## src/hw/rtl/bgcd_pkg.sv

```systemverilog
// Shared constants, command codes, status type and a trailing-zero helper for the binary GCD block.
package bgcd_pkg;

    localparam int WIDTH   = 32;
    localparam int CNT_W   = $clog2(WIDTH);
    localparam int SHIFT_W = 3;

    typedef logic [WIDTH-1:0]   word_t;
    typedef logic [CNT_W-1:0]   count_t;
    typedef logic [SHIFT_W-1:0] shift_t;

    typedef enum logic [2:0] {
        OP_NONE,
        OP_LOAD,
        OP_ZERO,
        OP_COMMON,
        OP_STRIP_X,
        OP_STRIP_Y,
        OP_SUB,
        OP_FINAL
    } op_t;

    typedef struct packed {
        logic x_zero;
        logic y_zero;
        logic both_even;
        logic x_even;
        logic y_even;
    } status_t;

    // Trailing zeros of a nibble, saturating at four.
    function automatic shift_t tz4(input logic [3:0] v);
        shift_t n;
        if (v[0])
        begin
            n = 3'd0;
        end
        else if (v[1])
        begin
            n = 3'd1;
        end
        else if (v[2])
        begin
            n = 3'd2;
        end
        else if (v[3])
        begin
            n = 3'd3;
        end
        else
        begin
            n = 3'd4;
        end
        return n;
    endfunction

endpackage

```

## src/hw/rtl/bgcd_if.sv

```systemverilog
// Valid/ready channel interfaces for operand items and result items.
interface bgcd_in_if;
    import bgcd_pkg::*;

    logic  valid;
    logic  ready;
    word_t operand_a;
    word_t operand_b;

    modport source (output valid, output operand_a, output operand_b, input ready);
    modport sink (input valid, input operand_a, input operand_b, output ready);
endinterface

interface bgcd_out_if;
    import bgcd_pkg::*;

    logic  valid;
    logic  ready;
    word_t divisor;
    logic  coprime;

    modport source (output valid, output divisor, output coprime, input ready);
    modport sink (input valid, input divisor, input coprime, output ready);
endinterface

```

## src/hw/rtl/binary_gcd.sv

```systemverilog
// Binary GCD block: one operand pair in, one divisor and coprime flag out.
// After an operand pair is taken, a zero operand sends the other straight to the result register;
// otherwise the block removes the common power of two and strips the first operand in nibble
// steps, then alternates subtract passes and nibble strip steps; a waiting result adds stalls.
// Throughput: one item at a time; the next item is taken once the result is in its register.
// Reset clears the state machine and the result valid flag; the operand registers are not reset.
module binary_gcd (
    input logic        clk,
    input logic        rst_n,
    bgcd_in_if.sink    operands,
    bgcd_out_if.source result
);
    import bgcd_pkg::*;

    op_t     op;
    status_t status;

    bgcd_ctrl u_ctrl (
        .clk       (clk),
        .rst_n     (rst_n),
        .in_valid  (operands.valid),
        .in_ready  (operands.ready),
        .out_valid (result.valid),
        .out_ready (result.ready),
        .status    (status),
        .op        (op)
    );

    bgcd_datapath u_datapath (
        .clk       (clk),
        .op        (op),
        .operand_a (operands.operand_a),
        .operand_b (operands.operand_b),
        .status    (status),
        .divisor   (result.divisor),
        .coprime   (result.coprime)
    );

`ifndef SYNTHESIS
    a_no_result_after_accept: assert property (@(posedge clk) disable iff (!rst_n)
        (operands.valid && operands.ready) |=> !$rose(result.valid))
        else $error("result item appeared one cycle after an operand item was taken");

    a_coprime_matches: assert property (@(posedge clk) disable iff (!rst_n)
        result.valid |-> (result.coprime == (result.divisor == word_t'(1))))
        else $error("coprime flag disagrees with divisor");

    a_busy_not_ready: assert property (@(posedge clk) disable iff (!rst_n)
        (operands.valid && operands.ready) |=> !operands.ready)
        else $error("operand item taken while the previous one is in progress");
`endif

endmodule

```

## src/hw/rtl/bgcd_datapath.sv

```systemverilog
// Operand registers, shifters, subtractors and result register of the binary GCD block.
module bgcd_datapath (
    input  logic             clk,
    input  bgcd_pkg::op_t    op,
    input  bgcd_pkg::word_t  operand_a,
    input  bgcd_pkg::word_t  operand_b,
    output bgcd_pkg::status_t status,
    output bgcd_pkg::word_t  divisor,
    output logic             coprime
);
    import bgcd_pkg::*;

    word_t  x_reg, x_next;
    word_t  y_reg, y_next;
    count_t common_reg, common_next;
    word_t  divisor_reg, divisor_next;
    logic   coprime_reg, coprime_next;

    shift_t            tz_x, tz_y, tz_xy;
    logic [WIDTH:0]    y_minus_x;
    word_t             x_minus_y;
    logic              x_gt_y;

    assign tz_x  = tz4(x_reg[3:0]);
    assign tz_y  = tz4(y_reg[3:0]);
    assign tz_xy = tz4(x_reg[3:0] | y_reg[3:0]);

    assign y_minus_x = {1'b0, y_reg} - {1'b0, x_reg};
    assign x_minus_y = x_reg - y_reg;
    assign x_gt_y    = y_minus_x[WIDTH];

    assign status.x_zero    = (x_reg == '0);
    assign status.y_zero    = (y_reg == '0);
    assign status.both_even = ~(x_reg[0] | y_reg[0]);
    assign status.x_even    = ~x_reg[0];
    assign status.y_even    = ~y_reg[0];

    always_comb
    begin
        x_next       = x_reg;
        y_next       = y_reg;
        common_next  = common_reg;
        divisor_next = divisor_reg;
        coprime_next = coprime_reg;
        case (op)
            OP_LOAD:
            begin
                x_next      = operand_a;
                y_next      = operand_b;
                common_next = '0;
            end
            OP_ZERO:
            begin
                divisor_next = (x_reg == '0) ? y_reg : x_reg;
                coprime_next = ((x_reg == '0) ? y_reg : x_reg) == word_t'(1);
            end
            OP_COMMON:
            begin
                x_next      = x_reg >> tz_xy;
                y_next      = y_reg >> tz_xy;
                common_next = common_reg + count_t'(tz_xy);
            end
            OP_STRIP_X:
            begin
                x_next = x_reg >> tz_x;
            end
            OP_STRIP_Y:
            begin
                y_next = y_reg >> tz_y;
            end
            OP_SUB:
            begin
                if (x_gt_y)
                begin
                    x_next = y_reg;
                    y_next = x_minus_y;
                end
                else
                begin
                    y_next = y_minus_x[WIDTH-1:0];
                end
            end
            OP_FINAL:
            begin
                divisor_next = x_reg << common_reg;
                coprime_next = (x_reg == word_t'(1)) && (common_reg == '0);
            end
            default:
            begin
            end
        endcase
    end

    always_ff @(posedge clk)
    begin
        x_reg       <= x_next;
        y_reg       <= y_next;
        common_reg  <= common_next;
        divisor_reg <= divisor_next;
        coprime_reg <= coprime_next;
    end

    assign divisor = divisor_reg;
    assign coprime = coprime_reg;

endmodule

```

## src/hw/rtl/bgcd_ctrl.sv

```systemverilog
// Sequencing state machine of the binary GCD block.
module bgcd_ctrl (
    input  logic              clk,
    input  logic              rst_n,
    input  logic              in_valid,
    output logic              in_ready,
    output logic              out_valid,
    input  logic              out_ready,
    input  bgcd_pkg::status_t status,
    output bgcd_pkg::op_t     op
);
    import bgcd_pkg::*;

    typedef enum logic [2:0] {
        S_IDLE,
        S_CHECK,
        S_COMMON,
        S_STRIP_X,
        S_STRIP_Y,
        S_SUB,
        S_FINISH
    } state_t;

    state_t state_reg;
    logic   out_valid_reg;
    logic   out_free;
    logic   result_load;

    assign in_ready    = (state_reg == S_IDLE);
    assign out_free    = ~out_valid_reg | out_ready;
    assign out_valid   = out_valid_reg;
    assign result_load = (op == OP_ZERO) || (op == OP_FINAL);

    always_comb
    begin
        op = OP_NONE;
        case (state_reg)
            S_IDLE:
            begin
                if (in_valid)
                begin
                    op = OP_LOAD;
                end
            end
            S_CHECK:
            begin
                if ((status.x_zero || status.y_zero) && out_free)
                begin
                    op = OP_ZERO;
                end
            end
            S_COMMON:
            begin
                if (status.both_even)
                begin
                    op = OP_COMMON;
                end
            end
            S_STRIP_X:
            begin
                if (status.x_even)
                begin
                    op = OP_STRIP_X;
                end
            end
            S_STRIP_Y:
            begin
                if (!status.y_zero && status.y_even)
                begin
                    op = OP_STRIP_Y;
                end
            end
            S_SUB:
            begin
                op = OP_SUB;
            end
            S_FINISH:
            begin
                if (out_free)
                begin
                    op = OP_FINAL;
                end
            end
            default:
            begin
                op = OP_NONE;
            end
        endcase
    end

    always_ff @(posedge clk or negedge rst_n)
    begin
        if (!rst_n)
        begin
            state_reg     <= S_IDLE;
            out_valid_reg <= 1'b0;
        end
        else
        begin
            if (result_load)
            begin
                out_valid_reg <= 1'b1;
            end
            else if (out_ready)
            begin
                out_valid_reg <= 1'b0;
            end
            case (state_reg)
                S_IDLE:
                begin
                    if (in_valid)
                    begin
                        state_reg <= S_CHECK;
                    end
                end
                S_CHECK:
                begin
                    if (status.x_zero || status.y_zero)
                    begin
                        if (out_free)
                        begin
                            state_reg <= S_IDLE;
                        end
                    end
                    else
                    begin
                        state_reg <= S_COMMON;
                    end
                end
                S_COMMON:
                begin
                    if (!status.both_even)
                    begin
                        state_reg <= S_STRIP_X;
                    end
                end
                S_STRIP_X:
                begin
                    if (!status.x_even)
                    begin
                        state_reg <= S_STRIP_Y;
                    end
                end
                S_STRIP_Y:
                begin
                    if (status.y_zero)
                    begin
                        state_reg <= S_FINISH;
                    end
                    else if (!status.y_even)
                    begin
                        state_reg <= S_SUB;
                    end
                end
                S_SUB:
                begin
                    state_reg <= S_STRIP_Y;
                end
                S_FINISH:
                begin
                    if (out_free)
                    begin
                        state_reg <= S_IDLE;
                    end
                end
                default:
                begin
                    state_reg <= S_IDLE;
                end
            endcase
        end
    end

endmodule
```

## src/flat_wrapper.sv

```systemverilog
// flat-port wrapper written by rule: the top's interface ports become plain ports
module binary_gcd_flat import bgcd_pkg::*;
  (clk, rst_n, operands_valid, operands_operand_a, operands_operand_b, operands_ready, result_valid, result_divisor, result_coprime, result_ready);
  bgcd_in_if operands_i ();
  bgcd_out_if result_i ();
  input logic clk;
  input logic rst_n;
  input wire logic [$bits(operands_i.valid)-1:0] operands_valid;
  input wire logic [$bits(operands_i.operand_a)-1:0] operands_operand_a;
  input wire logic [$bits(operands_i.operand_b)-1:0] operands_operand_b;
  output wire logic [$bits(operands_i.ready)-1:0] operands_ready;
  output wire logic [$bits(result_i.valid)-1:0] result_valid;
  output wire logic [$bits(result_i.divisor)-1:0] result_divisor;
  output wire logic [$bits(result_i.coprime)-1:0] result_coprime;
  input wire logic [$bits(result_i.ready)-1:0] result_ready;
  assign operands_i.valid = operands_valid;
  assign operands_i.operand_a = operands_operand_a;
  assign operands_i.operand_b = operands_operand_b;
  assign operands_ready = operands_i.ready;
  assign result_valid = result_i.valid;
  assign result_divisor = result_i.divisor;
  assign result_coprime = result_i.coprime;
  assign result_i.ready = result_ready;
  binary_gcd u_core (.clk(clk), .rst_n(rst_n), .operands(operands_i), .result(result_i));
endmodule
```

## config.mk

```make
export PLATFORM = sky130hd
export DESIGN_NAME = binary_gcd_flat
export DESIGN_NICKNAME = d
export VERILOG_FILES = /design/src/hw/rtl/bgcd_pkg.sv /design/src/hw/rtl/bgcd_if.sv /design/src/hw/rtl/binary_gcd.sv /design/src/hw/rtl/bgcd_datapath.sv /design/src/hw/rtl/bgcd_ctrl.sv /design/src/flat_wrapper.sv
export SDC_FILE = /design/constraint.sdc
export NUM_CORES = 1
export LEC_CHECK = 0
export BUFFER_PORTS_ARGS = -buffer_cell sky130_fd_sc_hd__buf_2
export CORE_ASPECT_RATIO = 0.8
export CORE_UTILIZATION = 55
export CTS_BUF_LIST = sky130_fd_sc_hd__clkbuf_8 sky130_fd_sc_hd__clkbuf_16
export CTS_CLUSTER_DIAMETER = 30
export DETAILED_ROUTE_END_ITERATION = 8
export PLACE_DENSITY_LB_ADDON = 0.1
export SLEW_MARGIN = 40
export SYNTH_ARGS = -nofsm -noshare
export SYNTH_HDL_FRONTEND = slang
export SYNTH_HIERARCHICAL = 1
export SYNTH_SLANG_ARGS = --single-unit
export TNS_END_PERCENT = 20
```

## constraint.sdc

```tcl
create_clock -name clk -period 5.1 [get_ports clk]
set_input_delay 0.51 -clock clk [delete_from_list [all_inputs] [get_ports clk]]
set_output_delay 0.51 -clock clk [all_outputs]
set_load 0.02 [all_outputs]
```

==> load_flow_metrics.sql <==
INSERT INTO impl_metrics (metric_group, metric, value, unit) VALUES
('status', 'run_status', 'finished, final reports clean', ''),
('global_route', 'antenna_found_initial', '1', ''),
('global_route', 'grt_start_max_net_pins', '45', ''),
('cells_and_area', 'layout_common_cells', 'sky130_fd_sc_hd__mux2i_1 (166), sky130_fd_sc_hd__a21oi_1 (139), sky130_fd_sc_hd__buf_2 (102), sky130_fd_sc_hd__edfxtp_1 (102), sky130_fd_sc_hd__nand2_1 (100)', ''),
('cells_and_area', 'commonest_non_fill_non_tap_cell_in_the_layout', 'sky130_fd_sc_hd__mux2i_1', ''),
('synthesis', 'ys_warn_count', '6', ''),
('timing', 'maxSlewViolCount', '0', ''),
('detailed_routing', 'postRouteAntennaNets', '0', ''),
('synthesis', 'top_ff_cell_synth', 'sky130_fd_sc_hd__edfxtp_1', ''),
('placement', 'gp_congestion', '1.006', ''),
('global_route', 'global_route.peak_usage_layer', 'met2', ''),
('cts', 'cts_made_buffers', '9', ''),
('timing', 'clock.fmax', '204.4', 'MHz'),
('job', 'maxCapViolCount', '0', ''),
('synthesis', 'async_reset_ff_frac', '0.03774', ''),
('detailed_routing', 'via_count', '13321', ''),
('synthesis', 'synth_enable_flop_cells', '102', ''),
('timing', 'timing_worst_slew_pin_value', '0.7400', 'ns'),
('cells_and_area', 'fraction_of_layout_instances_using_a_drive_strength_above_1', '0.1938', ''),
('cts', 'tritoncts', 'built', ''),
('critical_path', 'critical_path.max_stage_delay', '0.55', 'ns'),
('synthesis', 'postSynthNetCount', '1673', ''),
('global_route', 'use_met1', '0.5716', ''),
('die', 'core.rowCount', '50', ''),
('detailed_routing', 'route.detailed.vias_per_inst', '6.913', ''),
('critical_path', 'regToRegSetupSlack', '0.21', 'ns'),
('critical_path', 'critical_path.endpoint_type', 'flop', ''),
('cells_and_area', 'multiInputGateArea', '9062', 'sq um'),
('cells_and_area', 'number_of_diodes', '0', ''),
('die', 'die_w', '174.6', 'microns'),
('critical_path', 'critical_path_launch_point_type', 'flop', ''),
('timing', 'final.period_utilization', '0.9594', ''),
('critical_path', 'cp_data_required_time', '5.17', 'ns'),
('cts', 'worstSkewPairLatency', '0.37', 'ns'),
('synthesis', 'synthDominantCellAreaShare', '0.2337', ''),
('cts', 'cts.path.max_buffers', '2', ''),
('critical_path', 'slowest_stage', 'sky130_fd_sc_hd__o31a_2', ''),
('timing', 'total_negative_setup_slacks', '0', 'ns'),
('timing', 'max_slew_margin', '0.5045', ''),
('timing', 'setup_repair_after_global_routing_missed_its_margin', 'false', ''),
('critical_path', 'crit_path_max_fanout', '16', ''),
('detailed_routing', 'drt-wirelength-per-cell', '25.32', 'microns'),
('cells_and_area', 'final.fill_count', '2080', ''),
('critical_path', 'crit_chain', 'nor4_1 -> nand4_1 -> nor3_1 -> buf_4 -> nor2_1 -> a22o_2 -> a21o_1 -> buf_4 -> nand3b_1 -> o31a_2 -> buf_4 -> mux2i_1 -> o21ai_0 -> mux2i_1 -> a2bb2oi_1 -> o21ai_0', ''),
('cts', 'cts.htree.levels', '3', ''),
('global_route', 'gr-total-overflow', '0', ''),
('cells_and_area', 'syn_to_final_growth', '10.89', '%'),
('timing', 'finClkSkew', '0.01403', 'ns'),
('timing', 'timing_hold_violations_final', '0', ''),
('synthesis', 'synthesized_flop_and_latch_total', '106', ''),
('placement', 'place_hpwl', '37.76', 'mm'),
('synthesis', 'post-synth-top-area-cell', 'sky130_fd_sc_hd__edfxtp_1', ''),
('detailed_routing', 'finalWirelength', '48.79', 'mm'),
('timing', 'final.min_clock_period', '4.893', 'ns'),
('synthesis', 'netlist_area', '13110', 'sq um'),
('synthesis', 'seq_area_frac_synth', '0.2414', ''),
('critical_path', 'cp.arrival', '4.96', 'ns'),
('global_route', 'globalRouteMet3Util', '0.05809', ''),
('placement', 'portBuffers', '102', ''),
('cts', 'cts.repair_timing.setup_buffer_count', '0', ''),
('detailed_routing', 'drc', '0', ''),
('synthesis', 'synthesis.area_per_instance', '8.565', 'sq um'),
('cts', 'numClockSinks', '106', ''),
('timing', 'finalSetupViolations', '0', ''),
('global_route', 'grt_first_pass_wirelength', '73.51', 'mm'),
('critical_path', 'timing_worst_setup_path_type', 'reg2reg', ''),
('cts', 'clk_root_buffer_cell', 'sky130_fd_sc_hd__clkbuf_16', ''),
('worst_hold_path', 'hold_path_class', 'in2reg', ''),
('cts', 'cts.reportedPaths.clkPinSlew', '0.08', 'ns'),
('cells_and_area', 'fin_nets', '1753', ''),
('die', 'core_area', '23400', 'sq um');
-- worst min-delay path, cell delays in order --
cell                       delay, ns
sky130_fd_sc_hd__buf_2          0.07
sky130_fd_sc_hd__a222oi_1       0.05
sky130_fd_sc_hd__inv_1          0.05
-- area by class of cell --
type / instances / area share
Clock buffer: 10 / 0.01644
Clock inverter: 6 / 0.003444
Inverter: 92 / 0.02376
Multi-Input combinational cell: 1202 / 0.6236
Sequential cell: 106 / 0.2176
Tap cell: 312 / 0.02686
Timing Repair Buffer: 199 / 0.08825
-- routing by layer --
layer	part of all wire	wire length, microns	vias to the layer above
met1	0.43	21170	6403
li1	-	-	5956
met5	0.00027	13	-
met4	0.042	2060	2
met3	0.10	4944	120
met2	0.42	20600	840
-- synth_stat cells, types with 8 or more instances --
cell                         n
sky130_fd_sc_hd__mux2i_1   166
sky130_fd_sc_hd__a21oi_1   139
sky130_fd_sc_hd__edfxtp_1  102
sky130_fd_sc_hd__nand2_1   101
sky130_fd_sc_hd__inv_1      91
sky130_fd_sc_hd__o22ai_1    80
sky130_fd_sc_hd__nor2_1     76
sky130_fd_sc_hd__ha_1       72
sky130_fd_sc_hd__clkbuf_1   70
sky130_fd_sc_hd__a21o_1     61
sky130_fd_sc_hd__o21ai_0    61
sky130_fd_sc_hd__nor3_1     48
sky130_fd_sc_hd__buf_2      38
sky130_fd_sc_hd__mux2_2     35
sky130_fd_sc_hd__nand3_1    27
sky130_fd_sc_hd__o221ai_1   23
sky130_fd_sc_hd__mux4_2     21
sky130_fd_sc_hd__nand4_1    21
sky130_fd_sc_hd__xnor2_1    20
sky130_fd_sc_hd__a211oi_1   17
sky130_fd_sc_hd__o21a_1     17
sky130_fd_sc_hd__nor4_1     14
sky130_fd_sc_hd__nand2b_1   12
sky130_fd_sc_hd__o211ai_1   12
sky130_fd_sc_hd__o21bai_1   11
sky130_fd_sc_hd__xor2_1     11
sky130_fd_sc_hd__a31oi_1    10
sky130_fd_sc_hd__buf_1      10
sky130_fd_sc_hd__and3_1      9
sky130_fd_sc_hd__o21ai_1     9
sky130_fd_sc_hd__or3_1       9
sky130_fd_sc_hd__nor2b_1     8
-- path summary, 6_finish.rpt --
| path | start | endpoint | cells past startpoint |
|---|---|---|---|
| setup / recovery | u_core/u_datapath/y_reg[27] | u_core/u_datapath/y_reg[25] | 16 |
| hold / removal | operands_operand_a[30] | u_core/u_datapath/x_reg[30] | 3 |
| setup reg to reg | u_core/u_datapath/y_reg[27] | u_core/u_datapath/y_reg[25] | 16 |
| hold reg to reg | u_core/u_ctrl/out_valid | u_core/u_ctrl/out_valid | 2 |
| max in group asynchronous | rst_n | u_core/u_ctrl/state_reg[1] | 2 |
| min in group asynchronous | rst_n | u_core/u_ctrl/state_reg[2] | 2 |
-- cell families (layout without fill, tap and decap cells) --
group                      after synthesis  in the layout  share of synthesized area
buffers and inverters                  222            307                    0.07237
xor gates and xnor gates                31             31                    0.02072
AOI/OAI and AO/OA                      517            517                     0.2630
muxes                                  224            224                     0.1950
DFF                                    106            106                     0.2414
and+or+nand+nor                        355            355                     0.1342
adders and majority gates               75             75                    0.07332
-- stage by stage --
step,cell area [sq um],setup WS [ns],std cells,hold WS [ns],util
final,14530,0.2073,1927,0.4251,0.6211
after floorplan,13110,1.067,1530,0.2144,-
after detailed placement,14230,0.2399,1910,0.3186,0.6083
after global routing,14530,0.08152,1927,0.4355,0.6211
after global placement,14210,0.3146,1908,0.3169,0.6075
after CTS,14530,0.1901,1927,0.4220,0.6211
-- timing repair --
| action | 4_1_cts | 5_1_grt |
|---|---|---|
| resized for setup | 0 | 1 |
| endpoints found under the setup margin | 0 | 2 |
| hold buffers | 1 | 0 |
| hold endpoints to repair | 4 | 0 |
Power is not shown: default switching activity piles up to over one toggle a cycle in this logic, so the estimate is an artifact.
